File: src/rtl/htpr_pkg.sv
// ----------------------------------------------------------------------------
// htpr_pkg: shared types for the hashed table probe/replace block
// Command codes, configuration register indexes, slot layout, controller
// states and the command/status bundles between controller and datapath.
// ----------------------------------------------------------------------------
package htpr_pkg;

	typedef enum logic [1:0] {
		CMD_PROBE   = 2'd0,
		CMD_WRITE   = 2'd1,
		CMD_ADVANCE = 2'd2,
		CMD_FILL    = 2'd3
	} cmd_t;

	typedef enum logic [1:0] {
		CFG_USED_ENTRIES = 2'd0,
		CFG_MATED_BOUND  = 2'd1,
		CFG_MATE_BOUND   = 2'd2,
		CFG_EXACT_CODE   = 2'd3
	} cfg_idx_t;

	typedef struct packed {
		logic [63:0] key;
		logic [7:0]  depth;
		logic [15:0] score;
		logic [15:0] eval;
		logic [15:0] move;
		logic [4:0]  gen;
		logic        pv;
		logic [1:0]  ntype;
	} slot_t;

	typedef enum logic [2:0] {
		ST_CLEAR,
		ST_IDLE,
		ST_INDEX,
		ST_READ,
		ST_EVAL,
		ST_FILL,
		ST_DRAIN,
		ST_DONE
	} state_t;

	typedef struct packed {
		logic capture;
		logic clear_step;
		logic calc_index;
		logic read_slot;
		logic finish;
		logic fill_step;
		logic load_out;
	} dp_ctl_t;

	typedef struct packed {
		logic clear_last;
		logic fill_last;
		logic out_free;
	} dp_sts_t;

endpackage

File: src/rtl/htpr_ctrl.sv
// ----------------------------------------------------------------------------
// htpr_ctrl: sequencer for the hashed table
// Runs the clearing sweep after reset, then steps each accepted word through
// index, read and evaluate, or the fill sweep, or straight to done for an advance,
// and hands the result to the output.
module htpr_ctrl (
	input  logic                    clk,
	input  logic                    arst_n,
	input  logic                    in_valid,
	output logic                    in_ready,
	input  logic [1:0]              cmd,
	input  htpr_pkg::dp_sts_t       sts,
	output htpr_pkg::dp_ctl_t       ctl
);

	htpr_pkg::state_t state_q, state_d;

	always_ff @(posedge clk or negedge arst_n) begin
		if (!arst_n) begin
			state_q <= htpr_pkg::ST_CLEAR;
		end else begin
			state_q <= state_d;
		end
	end

	always_comb begin
		state_d  = state_q;
		ctl      = '0;
		in_ready = 1'b0;
		unique case (state_q)
			htpr_pkg::ST_CLEAR: begin
				ctl.clear_step = 1'b1;
				if (sts.clear_last) begin
					state_d = htpr_pkg::ST_IDLE;
				end
			end
			htpr_pkg::ST_IDLE: begin
				in_ready = 1'b1;
				if (in_valid) begin
					ctl.capture = 1'b1;
					unique case (cmd)
						htpr_pkg::CMD_PROBE,
						htpr_pkg::CMD_WRITE:   state_d = htpr_pkg::ST_INDEX;
						htpr_pkg::CMD_ADVANCE: state_d = htpr_pkg::ST_DONE;
						default:               state_d = htpr_pkg::ST_FILL;
					endcase
				end
			end
			htpr_pkg::ST_INDEX: begin
				ctl.calc_index = 1'b1;
				state_d = htpr_pkg::ST_READ;
			end
			htpr_pkg::ST_READ: begin
				ctl.read_slot = 1'b1;
				state_d = htpr_pkg::ST_EVAL;
			end
			htpr_pkg::ST_EVAL: begin
				ctl.finish = 1'b1;
				state_d = htpr_pkg::ST_DONE;
			end
			htpr_pkg::ST_FILL: begin
				ctl.fill_step = 1'b1;
				if (sts.fill_last) begin
					state_d = htpr_pkg::ST_DRAIN;
				end
			end
			htpr_pkg::ST_DRAIN: begin
				// The last slot read is counted at the end of this cycle.
				state_d = htpr_pkg::ST_DONE;
			end
			htpr_pkg::ST_DONE: begin
				if (sts.out_free) begin
					ctl.load_out = 1'b1;
					state_d = htpr_pkg::ST_IDLE;
				end
			end
			default: begin
				state_d = htpr_pkg::ST_IDLE;
			end
		endcase
	end

endmodule

File: config.mk
export PLATFORM = sky130hd
export DESIGN_NAME = htpr_ctrl
export DESIGN_NICKNAME = d
export VERILOG_FILES = /design/src/rtl/htpr_pkg.sv /design/src/rtl/htpr_ctrl.sv
export SDC_FILE = /design/constraint.sdc
export NUM_CORES = 1
export LEC_CHECK = 0
export BUFFER_PORTS_ARGS = -buffer_cell sky130_fd_sc_hd__buf_2
export CAP_MARGIN = 20
export CORE_AREA = 3 3 40 42
export DETAILED_ROUTE_END_ITERATION = 12
export DIE_AREA = 0 0 43 45
export PLACE_DENSITY_LB_ADDON = 0.08
export SYNTH_ARGS = -nofsm -noshare
export SYNTH_HDL_FRONTEND = slang
export SYNTH_SLANG_ARGS = --single-unit
File: constraint.sdc
create_clock -name clk -period 1.2 [get_ports clk]
set_input_delay 0.24 -clock clk [delete_from_list [all_inputs] [get_ports clk]]
set_output_delay 0.24 -clock clk [all_outputs]
set_load 0.01 [all_outputs]
Yosys cells after proc, flatten, opt, wreduce, memory -nomap -nowiden
Cells that the tools add are included.
{"block": "classes", "n_eq_ne": 13, "mux": 16, "n_reduce_logical": 5}
{"operator": "$pmux 3 s7", "count": 1}
{"operator": "$eq 3x3->1 const B", "count": 4}
{"operator": "$mux 3", "count": 4}
{"operator": "$mux 1", "count": 10}
{"operator": "$ne 2x2->1 const B", "count": 4}
{"operator": "$eq 3x2->1 const B", "count": 2}
{"operator": "$pmux 3 s2", "count": 1}
{"operator": "$reduce_and 4->1", "count": 1}
{"operator": "$reduce_or 2->1", "count": 2}
{"operator": "$eq 3x1->1 const B", "count": 1}
{"operator": "$logic_not 3->1", "count": 1}
{"operator": "$eq 2x1->1 const B", "count": 1}
{"operator": "$eq 2x2->1 const B", "count": 1}
{"operator": "$logic_not 2->1", "count": 1}
{"block": "totals", "ff_bits": 3, "inputBits": 8, "output_inout_bits": 8, "word_cells": 35}

Longest topological paths before layout
Gate-level depths: netlist of run 1.
{"block": "logic_depth", "depth_word": 5, "ltp_mapped": 4, "ltp_nobuf": 3}

Least setup slack after synthesis of run 1
Ideal clock, no wire load.
{"block": "synth_path", "path_type": "flip-flop to output port", "start": "reg state_q[1]", "end": "out ctl[2] (netlist name)", "arrival_ps": 866, "t_required_ps": 960, "path_slack_ps": 94, "path_stages_with_launch": 3, "path_buffers": 1, "cell_sequence": "dfrtp_1 buf_2 nor3b_1"}
{"item": "start: declaration", "line": "htpr_ctrl.sv:16", "rtl": "htpr_pkg::state_t state_q, state_d;"}
{"item": "start signal: assignment", "line": "htpr_ctrl.sv:20", "rtl": "state_q <= htpr_pkg::ST_CLEAR;"}
{"item": "start signal: assignment", "line": "htpr_ctrl.sv:22", "rtl": "state_q <= state_d;"}
{"item": "end: declaration", "line": "htpr_ctrl.sv:13", "rtl": "output htpr_pkg::dp_ctl_t ctl"}

==> results of run 1 <==
## where the power goes
part	leakage [nW]	total, mW	internal (mW)	switching (mW)
registers	0.0298	0.241	0.157	0.0841
logic	0.232	0.893	0.505	0.388
clock network	0.0150	0.172	0.124	0.0480
## what timing repair did
action | 4_1_cts | 5_1_grt
setup buffers | 6 | 3
setup endpoints to repair | 8 | 9
pin swaps | 3 | 3
hold endpoints to repair | 3 | 0
gates resized for setup | 17 | 10
hold buffers | 1 | 0
## stage by stage
| stage | total power, mW | cell area [um2] | hold slack (ns) | setup slack [ns] | TNS [ns] |
|---|---|---|---|---|---|
| after global routing | 1.40 | 541 | 0.337 | -0.204 | -1.50 |
| after global placement | 0.696 | 345 | 0.0357 | 0.0125 | 0 |
| after CTS | 1.12 | 472 | 0.324 | -0.151 | -1.06 |
| final | 1.31 | 541 | 0.334 | -0.143 | -1.02 |
| after detailed placement | 0.696 | 345 | 0.0382 | -0.00250 | -0.00250 |
| after floorplan | 0.564 | 256 | -0.0556 | 0.0943 | 0 |
## per-layer routing
layer,GRT usage [%],vias to the layer above
li1,-,168
met5,0,-
met4,7.23,0
met1,9.95,161
met3,5.18,6
met2,15.0,21
## cells in the mapped netlist
library cell / instances
and2_1: 2
a21o_1: 1
nand2_1: 3
nand2b_1: 1
nor3_1: 2
o22a_1: 1
o21ai_0: 1
a21oi_1: 3
a31oi_1: 1
nor2_1: 4
inv_1: 1
buf_6: 2
dfrtp_1: 3
a221oi_2: 1
buf_2: 1
nor2b_1: 1
nor2b_2: 1
nor3b_1: 2
or2b_1: 1
## placed cells by master, fill, tap and decap left out, types with 2 or more instances in the layout
cell and n:
a21oi_1 3, buf_2 14, buf_4 5, buf_6 8
clkbuf_4 3, dfrtp_2 3, nand2_1 2, nor2_1 3
nor3_4 2, nor3b_2 2
## final cells by class
cell class	count	area [um2]	share of cell area, %
inverter	1	3.75	0.694
tap	15	18.8	3.47
multi-input combinational	25	205	38.0
sequential	3	78.8	14.6
timing repair buffer	28	208	38.4
clock buffer	4	26.3	4.86
## cells by family after synthesis
group           count (synthesis)
compound gates                  8
buf+inv                         4
flops                           3
simple gates                   17
## critical path: cells and delay by family, from the launching register on
family | cells | cell delay [ns]
AND/OR/NAND/NOR | 1 | 0.15
flip-flops | 1 | 0.44
buffers and inverters | 2 | 0.28
## worst max-delay path by stage
stage	from	end	slack, ns	depth (start not counted)
2_1_floorplan	state_q[1]	ctl[2]	0.09	2
3_3_place_gp	state_q[2]	ctl[0]	0.01	3
3_5_place_dp	state_q[2]	ctl[0]	-0.003	3
4_1_cts	state_q[2]	ctl[4]	-0.15	3
5_1_grt	state_q[0]	ctl[5]	-0.20	3
6_report	state_q[0]	ctl[5]	-0.14	3
==> flow_summary.json, run 1 <==
{
  "top_level_ports": 16,
  "synth_top_area_cell": "dfrtp_1",
  "clk_path_buf_depth": 2,
  "final_util_pct": 42.1,
  "synthDistinctLibCells": 19,
  "final_cells": 76,
  "drtIter0Drc": 13,
  "gp_routability_congestion": 0.664,
  "fill_cells": 144,
  "drc_errors": 0,
  "portBuffers": 15,
  "clk_pin_slew_ns": 0.04,
  "synth_nets": 40,
  "start_util_pct": 20.0,
  "dp_cells": 62,
  "final.setup_skew_ns": 0.000381,
  "areaGrowthSynthToFinish_pct": 111,
  "synth_top_area_share_pct": 29.3,
  "die_y_um": 45,
  "cp_max_fo": 6,
  "leakagePower_nw": 0.277,
  "synth_compound_area_share_pct": 22.4,
  "grt_pass1_wl_mm": 1.33,
  "endpoint_kind": "output port",
  "cts_buffers": 3,
  "dp_hpwl_um": 521,
  "ir_worst_vdd_v": 0.000918,
  "wl_per_cell_um": 12.1,
  "r2r-start": "state_q[2]",
  "synthMuxAreaShare_pct": 0,
  "synth_top_family_by_area": "simple AND/OR/NAND/NOR gates",
  "r2r_cells": 5,
  "grt_max_degree": 8,
  "hold_viol_final": 0,
  "rsz0062_at_grt": "true",
  "largest_reg_flops": 3,
  "grt_antenna_before_repair": 0,
  "rows": 13,
  "overflow": 0,
  "violations": "negative setup slack",
  "clkLatencyLatePin_ns": 0.23,
  "cts_root_buf": "clkbuf_4",
  "cts_sinks": 3,
  "fin_crit_ns": 1.34,
  "slowest_stage": "dfrtp_2",
  "synthXorXnorAreaFrac_pct": 0,
  "setup_viol": 10,
  "vias": 356,
  "status": "finished with violations",
  "criticalPathCategory": "reg2out",
  "cp-start-kind": "flop",
  "met3_length_um": 92,
  "routed_wl_um": 917,
  "via_per_inst": 4.68,
  "coreArea_um2": 1280,
  "fmaxAchievable_mhz": 745,
  "synth_seq_cells": 3,
  "dieArea_um2": 1940,
  "wl_met1_um": 374,
  "nNetsFinal": 70,
  "yosysWarnings": 0,
  "power.density_nw_per_um2": 2420,
  "syn-cell-area_um2": 256,
  "yosys.area_share.simple_pct": 36.1,
  "seq_area_frac_synth_pct": 29.3,
  "cap_violations": 0,
  "grtUsageTotal_pct": 9.68,
  "max_stage_delay_ns": 0.44,
  "wl_met2_um": 427,
  "arrival_ns": 1.10,
  "r2r_slack_ns": 0,
  "grt_pass1_vias": 326,
  "layout-drive-gt1-share_pct": 72.1,
  "path_cells": "buf_6, nor3_4, buf_2",
  "largest_register": "state_q",
  "fp.dieW_um": 43,
  "antenna_cells": 0,
  "highest_layer": "met4",
  "worst_slew_pin_slew_ns": 0.171,
  "biggestRegsByFlops": "state_q (3)",
  "netlist_instances": 32,
  "synth_fa_ha_area_share_pct": 0,
  "maxSlewViolCount": 0,
  "hold_path.class": "in2async",
  "post-route-period-util_pct": 112,
  "cts_tree": "built",
  "detail-route-antenna-nets": 0,
  "slew-limit-headroom_pct": 88.5,
  "cts_max_level": 1,
  "r2r_end": "state_q[0]",
  "ys_top_cells_by_area": "dfrtp_1, buf_6, a21oi_1",
  "first_pass_iters": 4,
  "syn_area_per_cell_um2": 8.02,
  "critical_path_required_ns": 0.96,
  "layout_setup_ws_ns": -0.143
}
(Power assumes the default switching activity.)
==> inputs of run 2 (changes only) <==
PLACE_DENSITY = 0.39   (was not set)
PLACE_DENSITY_LB_ADDON = not set   (was 0.08)
==> run 2 against run 1 <==
Net effect:
- the run still ends with negative setup slack left
- non-clock buffer count decreased by 4
- worst setup slack got worse by 0.024 ns
- register-to-register slack got worse by 0.03 ns
- sequential power increased by 5%
- first-iteration DRC count decreased by 85%
- combinational power decreased by 30%
- critical path depth unchanged
- total power decreased by 19%
- clock skew increased by 0.0011 ns
- highest routed layer is now met3
==> flow_summary.json, run 2 (same netlist as run 1, synthesis figures left out) <==
{
  "clkLatencyLatePin_ns": 0.23,
  "vias": 308,
  "clk_path_buf_depth": 2,
  "r2r_slack_ns": -0.03,
  "critical_path_required_ns": 0.96,
  "cp.depth": 3,
  "path_cells": "buf_6, nor3b_2, buf_2",
  "grt_max_degree": 11,
  "final_cell_mix": "buf_2, buf_4, nor2_1, a21oi_1, clkbuf_4",
  "layout_setup_ws_ns": -0.167,
  "r2r_cells": 5,
  "r2r_end": "state_q[0]",
  "overflow": 0,
  "wl_met2_um": 361,
  "critical_path.top_delay_family": "flip-flops",
  "antenna_cells": 0,
  "r2r-start": "state_q[0]",
  "cts_buffers": 3,
  "hold_viol_final": 0,
  "setup_viol": 9,
  "p_clk_share_pct": 16.3,
  "fp.dieW_um": 43,
  "netSwitchingPower_mw": 0.416,
  "power.total_mw": 1.05,
  "swShare_pct": 39.6,
  "combPwrFrac_pct": 59.7,
  "arrival_ns": 1.13,
  "drc_errors": 0,
  "violations": "negative setup slack",
  "hold_path.class": "in2async",
  "ir_worst_vdd_v": 0.00110,
  "finalSetupTns_ns": -0.875,
  "dp_hpwl_um": 511,
  "dieArea_um2": 1940,
  "biggestRegsByFlops": "state_q (3)",
  "fin_crit_ns": 1.37,
  "power.density_nw_per_um2": 2300,
  "slew-limit-headroom_pct": 87.8,
  "grt_antenna_before_repair": 0,
  "die_y_um": 45,
  "clk_pin_slew_ns": 0.04,
  "max_stage_delay_ns": 0.45,
  "worst_slew_pin_slew_ns": 0.184,
  "leakagePower_nw": 0.232,
  "top_level_ports": 16,
  "cp_num_buf_inv": 2,
  "cp-start-kind": "flop",
  "drtIter0Drc": 2,
  "final.setup_skew_ns": 0.00148,
  "first_pass_iters": 3,
  "slowest_stage": "dfrtp_2",
  "dp_cells": 62,
  "areaGrowthSynthToFinish_pct": 78.0,
  "gp_routability_congestion": 0.691,
  "wl_met1_um": 305,
  "final_util_pct": 35.5,
  "p_seq_share_pct": 23.9,
  "intPower_mw": 0.636,
  "grt_pass1_vias": 274,
  "endpoint_kind": "output port",
  "met3_length_um": 61,
  "criticalPathCategory": "reg2out",
  "nNetsFinal": 66,
  "final_cells": 72,
  "rows": 13,
  "largest_reg_flops": 3,
  "routed_wl_um": 728,
  "cts_sinks": 3,
  "fmaxAchievable_mhz": 732,
  "grtUsageTotal_pct": 7.18,
  "cts_root_buf": "clkbuf_4",
  "layout-drive-gt1-share_pct": 63.2,
  "via_per_inst": 4.28,
  "status": "finished with violations",
  "largest_register": "state_q",
  "start_util_pct": 20.0,
  "post-route-period-util_pct": 114,
  "cap_violations": 0,
  "wl_per_cell_um": 10.1,
  "maxSlewViolCount": 0,
  "final_common_cell": "buf_2",
  "rsz0062_at_grt": "true",
  "coreArea_um2": 1280,
  "cts_tree": "built",
  "portBuffers": 15,
  "detail-route-antenna-nets": 0,
  "cp_max_fo": 6,
  "grt_pass1_wl_mm": 1.01,
  "highest_layer": "met3",
  "cts_max_level": 1
}
## run 2: cell types whose count changed in the layout (fill, tap and decap cells not counted)
cell	delta
dfrtp_2	-1
buf_2	+1
dfrtp_1	+1
and2_4	-1
buf_4	+1
buf_6	-6
nor3_4	-2
nand2b_1	+1
and2_1	+1
nor3_2	+1
nor3_1	+1
nand2b_4	-1
## run 2: power groups by stage
stage	Clock (mW)	Sequential (mW)	Combinational, mW
floorplan	0	0.175	0.390
global placement	0	0.242	0.454
detailed placement	0	0.240	0.447
CTS	0.182	0.254	0.547
global route	0.183	0.266	0.686
finish	0.172	0.252	0.629
## run 2: repair_timing
action	CTS	global route
hold buffers	1	0
endpoints found under the setup margin	8	9
endpoints found under the hold margin	3	0
gates resized for setup	6	7
cloned	0	0
pin swaps	0	1
setup buffers	3	2
## run 2: final cells by class
| type | instances | area [um2] |
|---|---|---|
| inverters | 1 | 3.75 |
| multi-input cells | 25 | 178 |
| well taps | 15 | 18.8 |
| repair buffers | 24 | 153 |
| clock buffers | 4 | 26.3 |
| fillers | 147 | 828 |
| flip-flops and latches | 3 | 77.6 |
## run 2: how the worst max path moves through the flow
| stage | startpoint | endpoint | slack (ns) |
|---|---|---|---|
| after global routing | state_q[0] | ctl[2] | -0.20 |
| after global placement | state_q[2] | ctl[0] | 0.04 |
| after floorplan | state_q[1] | ctl[2] | 0.09 |
| after CTS | state_q[2] | in_ready | -0.16 |
| final | state_q[2] | ctl[4] | -0.17 |
| after detailed placement | state_q[2] | ctl[0] | 0.04 |
## run 2: through the flow
| stage | setup slack, ns | hold slack, ns | area, um2 |
|---|---|---|---|
| detailed placement | 0.0352 | 0.0381 | 345 |
| global placement | 0.0367 | 0.0391 | 345 |
| global route | -0.201 | 0.356 | 457 |
| floorplan | 0.0943 | -0.0556 | 256 |
| CTS | -0.156 | 0.322 | 425 |
| finish | -0.167 | 0.331 | 457 |
## run 2: layer usage
layer / track usage, % / up-vias
li1: - / 158
met1: 7.77 / 141
met2: 11.1 / 9
met4: 5.42 / 0
met5: 0 / -
met3: 3.19 / 0
## run 2: worst register-to-register path, delay by kind of cell, from the launching register on
family,cells,cell delay [ns]
DFF,1,0.42
buffers and inverters,2,0.28
AOI/OAI and AO/OA,2,0.26
and+or+nand+nor,1,0.15
==> inputs of run 3 (changes only) <==
ABC_AREA = 1   (was not set)
PLACE_DENSITY = 0.44   (was 0.39)
==> run 3 against run 2 <==
Net effect:
- the run still ends with negative setup slack left
- worst setup slack better by 0.039 ns
- total power rose by 57%
- utilization is 10 points higher
- sequential cell count did not move
- sequential share of layout area shrank 3.6 points
- worst hold slack worse by 0.031 ns
- non-clock buffer count rose by 4
- die area unchanged
- synthesized cell count grew 56%
- critical endpoint is now in_ready
- register-to-register slack about the same
- sequential power rose by 9.1%
- largest power group unchanged
- clock-buffer cell count did not move
==> flow_summary.json, run 3 <==
{
  "slowest_stage": "dfrtp_2",
  "die_y_um": 45,
  "detail-route-antenna-nets": 0,
  "synth_top_area_share_pct": 23.9,
  "yosysWarnings": 0,
  "path_cells": "buf_4, nor2_4, buf_6",
  "violations": "negative setup slack",
  "coreArea_um2": 1280,
  "dieArea_um2": 1940,
  "synth_top_family_by_area": "simple AND/OR/NAND/NOR gates",
  "synthMuxAreaShare_pct": 0,
  "ys_top_cells_by_area": "dfrtp_1, nand2_1, nor2_2",
  "grtUsageTotal_pct": 10.2,
  "r2r_end": "state_q[0]",
  "max_stage_delay_ns": 0.45,
  "syn-cell-area_um2": 314,
  "clk_pin_slew_ns": 0.03,
  "synth_seq_cells": 3,
  "seq_area_frac_synth_pct": 23.9,
  "top_level_ports": 16,
  "antenna_cells": 0,
  "synthDistinctLibCells": 14,
  "layout_setup_ws_ns": -0.128,
  "status": "finished with violations",
  "nNetsFinal": 89,
  "vias": 394,
  "dp_hpwl_um": 570,
  "rsz0062_at_grt": "true",
  "grt_max_degree": 7,
  "critical_path_required_ns": 0.96,
  "cts_max_level": 1,
  "first_pass_iters": 4,
  "r2r-start": "state_q[1]",
  "cts_root_buf": "clkbuf_4",
  "rows": 13,
  "final_cells": 95,
  "r2r_slack_ns": -0.02,
  "largest_register": "state_q",
  "via_per_inst": 4.15,
  "grt_antenna_before_repair": 0,
  "synth.most_common_cell": "nand2_1",
  "hold_path.class": "in2reg",
  "routed_wl_um": 857,
  "synth_top_area_cell": "dfrtp_1",
  "dp_cells": 79,
  "cp-start-kind": "flop",
  "synthXorXnorAreaFrac_pct": 0,
  "synth_nets": 58,
  "clk_path_buf_depth": 2,
  "setup.worst_path.end": "in_ready",
  "endpoint_kind": "output port",
  "crit_start": "state_q[2]",
  "overflow": 0,
  "r2r_cells": 6,
  "ys.flop_type": "dfrtp_1",
  "arrival_ns": 1.09,
  "criticalPathCategory": "reg2out",
  "portBuffers": 15,
  "fin_crit_ns": 1.33,
  "maxSlewViolCount": 0,
  "ir_worst_vdd_v": 0.000894,
  "post-route-period-util_pct": 111,
  "setup_viol": 9,
  "start_util_pct": 24.4,
  "async_flop_share_pct": 100,
  "leakagePower_nw": 0.323,
  "synth_fa_ha_area_share_pct": 0,
  "power.density_nw_per_um2": 2800,
  "syn_area_per_cell_um2": 6.28,
  "netlist_instances": 50,
  "final_cell_mix": "nand2_1, buf_2, buf_4",
  "synth_common_cells": "nand2_1, inv_1, nor2_1, nor2_2, nand3_1",
  "slew-limit-headroom_pct": 89.1,
  "worst_slew_pin_slew_ns": 0.162,
  "largest_reg_flops": 3,
  "layout-drive-gt1-share_pct": 61.3,
  "wl_per_cell_um": 9.02,
  "cts_buffers": 3,
  "clkLatencyLatePin_ns": 0.22,
  "fmaxAchievable_mhz": 753,
  "cap_violations": 0,
  "cts_tree": "built",
  "synth_enable_flop_cells": 0,
  "final_common_cell": "nand2_1",
  "worst_hold_slack_ns": 0.300,
  "grt_pass1_wl_mm": 1.49,
  "min_from": "sts[0]",
  "cp_max_fo": 6,
  "biggestRegsByFlops": "state_q (3)",
  "fp.dieW_um": 43,
  "final.setup_skew_ns": 0.000391,
  "hold_viol_final": 0,
  "drc_errors": 0,
  "grt_pass1_vias": 388,
  "synth_compound_area_share_pct": 3.98,
  "yosys.area_share.simple_pct": 56.6,
  "areaGrowthSynthToFinish_pct": 87.6,
  "drtIter0Drc": 3,
  "gp_routability_congestion": 0.708,
  "cts_sinks": 3
}
[run 3: cell count changes in the layout (fill, tap and decap cells not counted), moves of 3 or more]
cell	before	now
nand2_1	2	15
nor2_4	0	5
inv_1	1	5
a21oi_1	3	0
buf_6	2	5
nand3_1	0	3
[run 3: worst min-delay path by stage]
stage / depth (start not counted) / endpoint
2_1_floorplan: 0 / state_q[0]
3_3_place_gp: 1 / state_q[1]
3_5_place_dp: 1 / state_q[1]
4_1_cts: 4 / state_q[1]
5_1_grt: 4 / state_q[1]
6_report: 4 / state_q[1]
[run 3: area by class of cell]
| class | count | area, um2 |
|---|---|---|
| tap | 15 | 18.8 |
| timing repair buffer | 28 | 196 |
| clock buffer | 4 | 26.3 |
| sequential | 3 | 78.8 |
| fill | 144 | 696 |
| multi-input combinational | 38 | 240 |
| inverter | 7 | 28.8 |
[run 3: per-layer routing]
metal	share of wire, %	vias up	GRT usage, %
li1	-	212	-
met5	0	-	0
met1	42	176	12.4
met3	3.5	0	1.20
met2	55	6	17.7
met4	0	0	5.42
[run 3: through the flow]
| step | worst slack, ns | utilization (%) | area (um2) | setup TNS, ns | power [mW] |
|---|---|---|---|---|---|
| floorplan | 0.124 | - | 314 | 0 | 0.831 |
| global placement | 0.0132 | 30.6 | 393 | 0 | 0.990 |
| detailed placement | 0.00515 | 30.6 | 393 | 0 | 0.981 |
| CTS | -0.137 | 40.3 | 518 | -0.877 | 1.45 |
| global route | -0.183 | 45.9 | 589 | -1.56 | 1.83 |
| finish | -0.128 | 45.9 | 589 | -0.810 | 1.65 |
[run 3: where the power goes]
part | switching [mW] | total [mW] | internal (mW)
sequential | 0.103 | 0.275 | 0.172
combinational | 0.594 | 1.21 | 0.613
clock | 0.0444 | 0.168 | 0.124
[run 3: cells by family after synthesis]
logic type / Yosys count
AND/OR/NAND/NOR: 36
buffers and inverters: 9
flip-flops: 3
AO/OA/AOI/OAI: 2
[run 3: what timing repair did]
action,CTS,global route
pin swaps,2,5
buffers inserted,8,3
hold buffers,1,0
endpoints found under the setup margin,9,11
gates resized for setup,10,12
hold endpoints to repair,3,0
[run 3: critical path, delay by kind of cell, from the launching register on]
kind                   cells  cell delay (ns)
buffers and inverters      2             0.29
DFF                        1             0.45
and+or+nand+nor            1             0.12
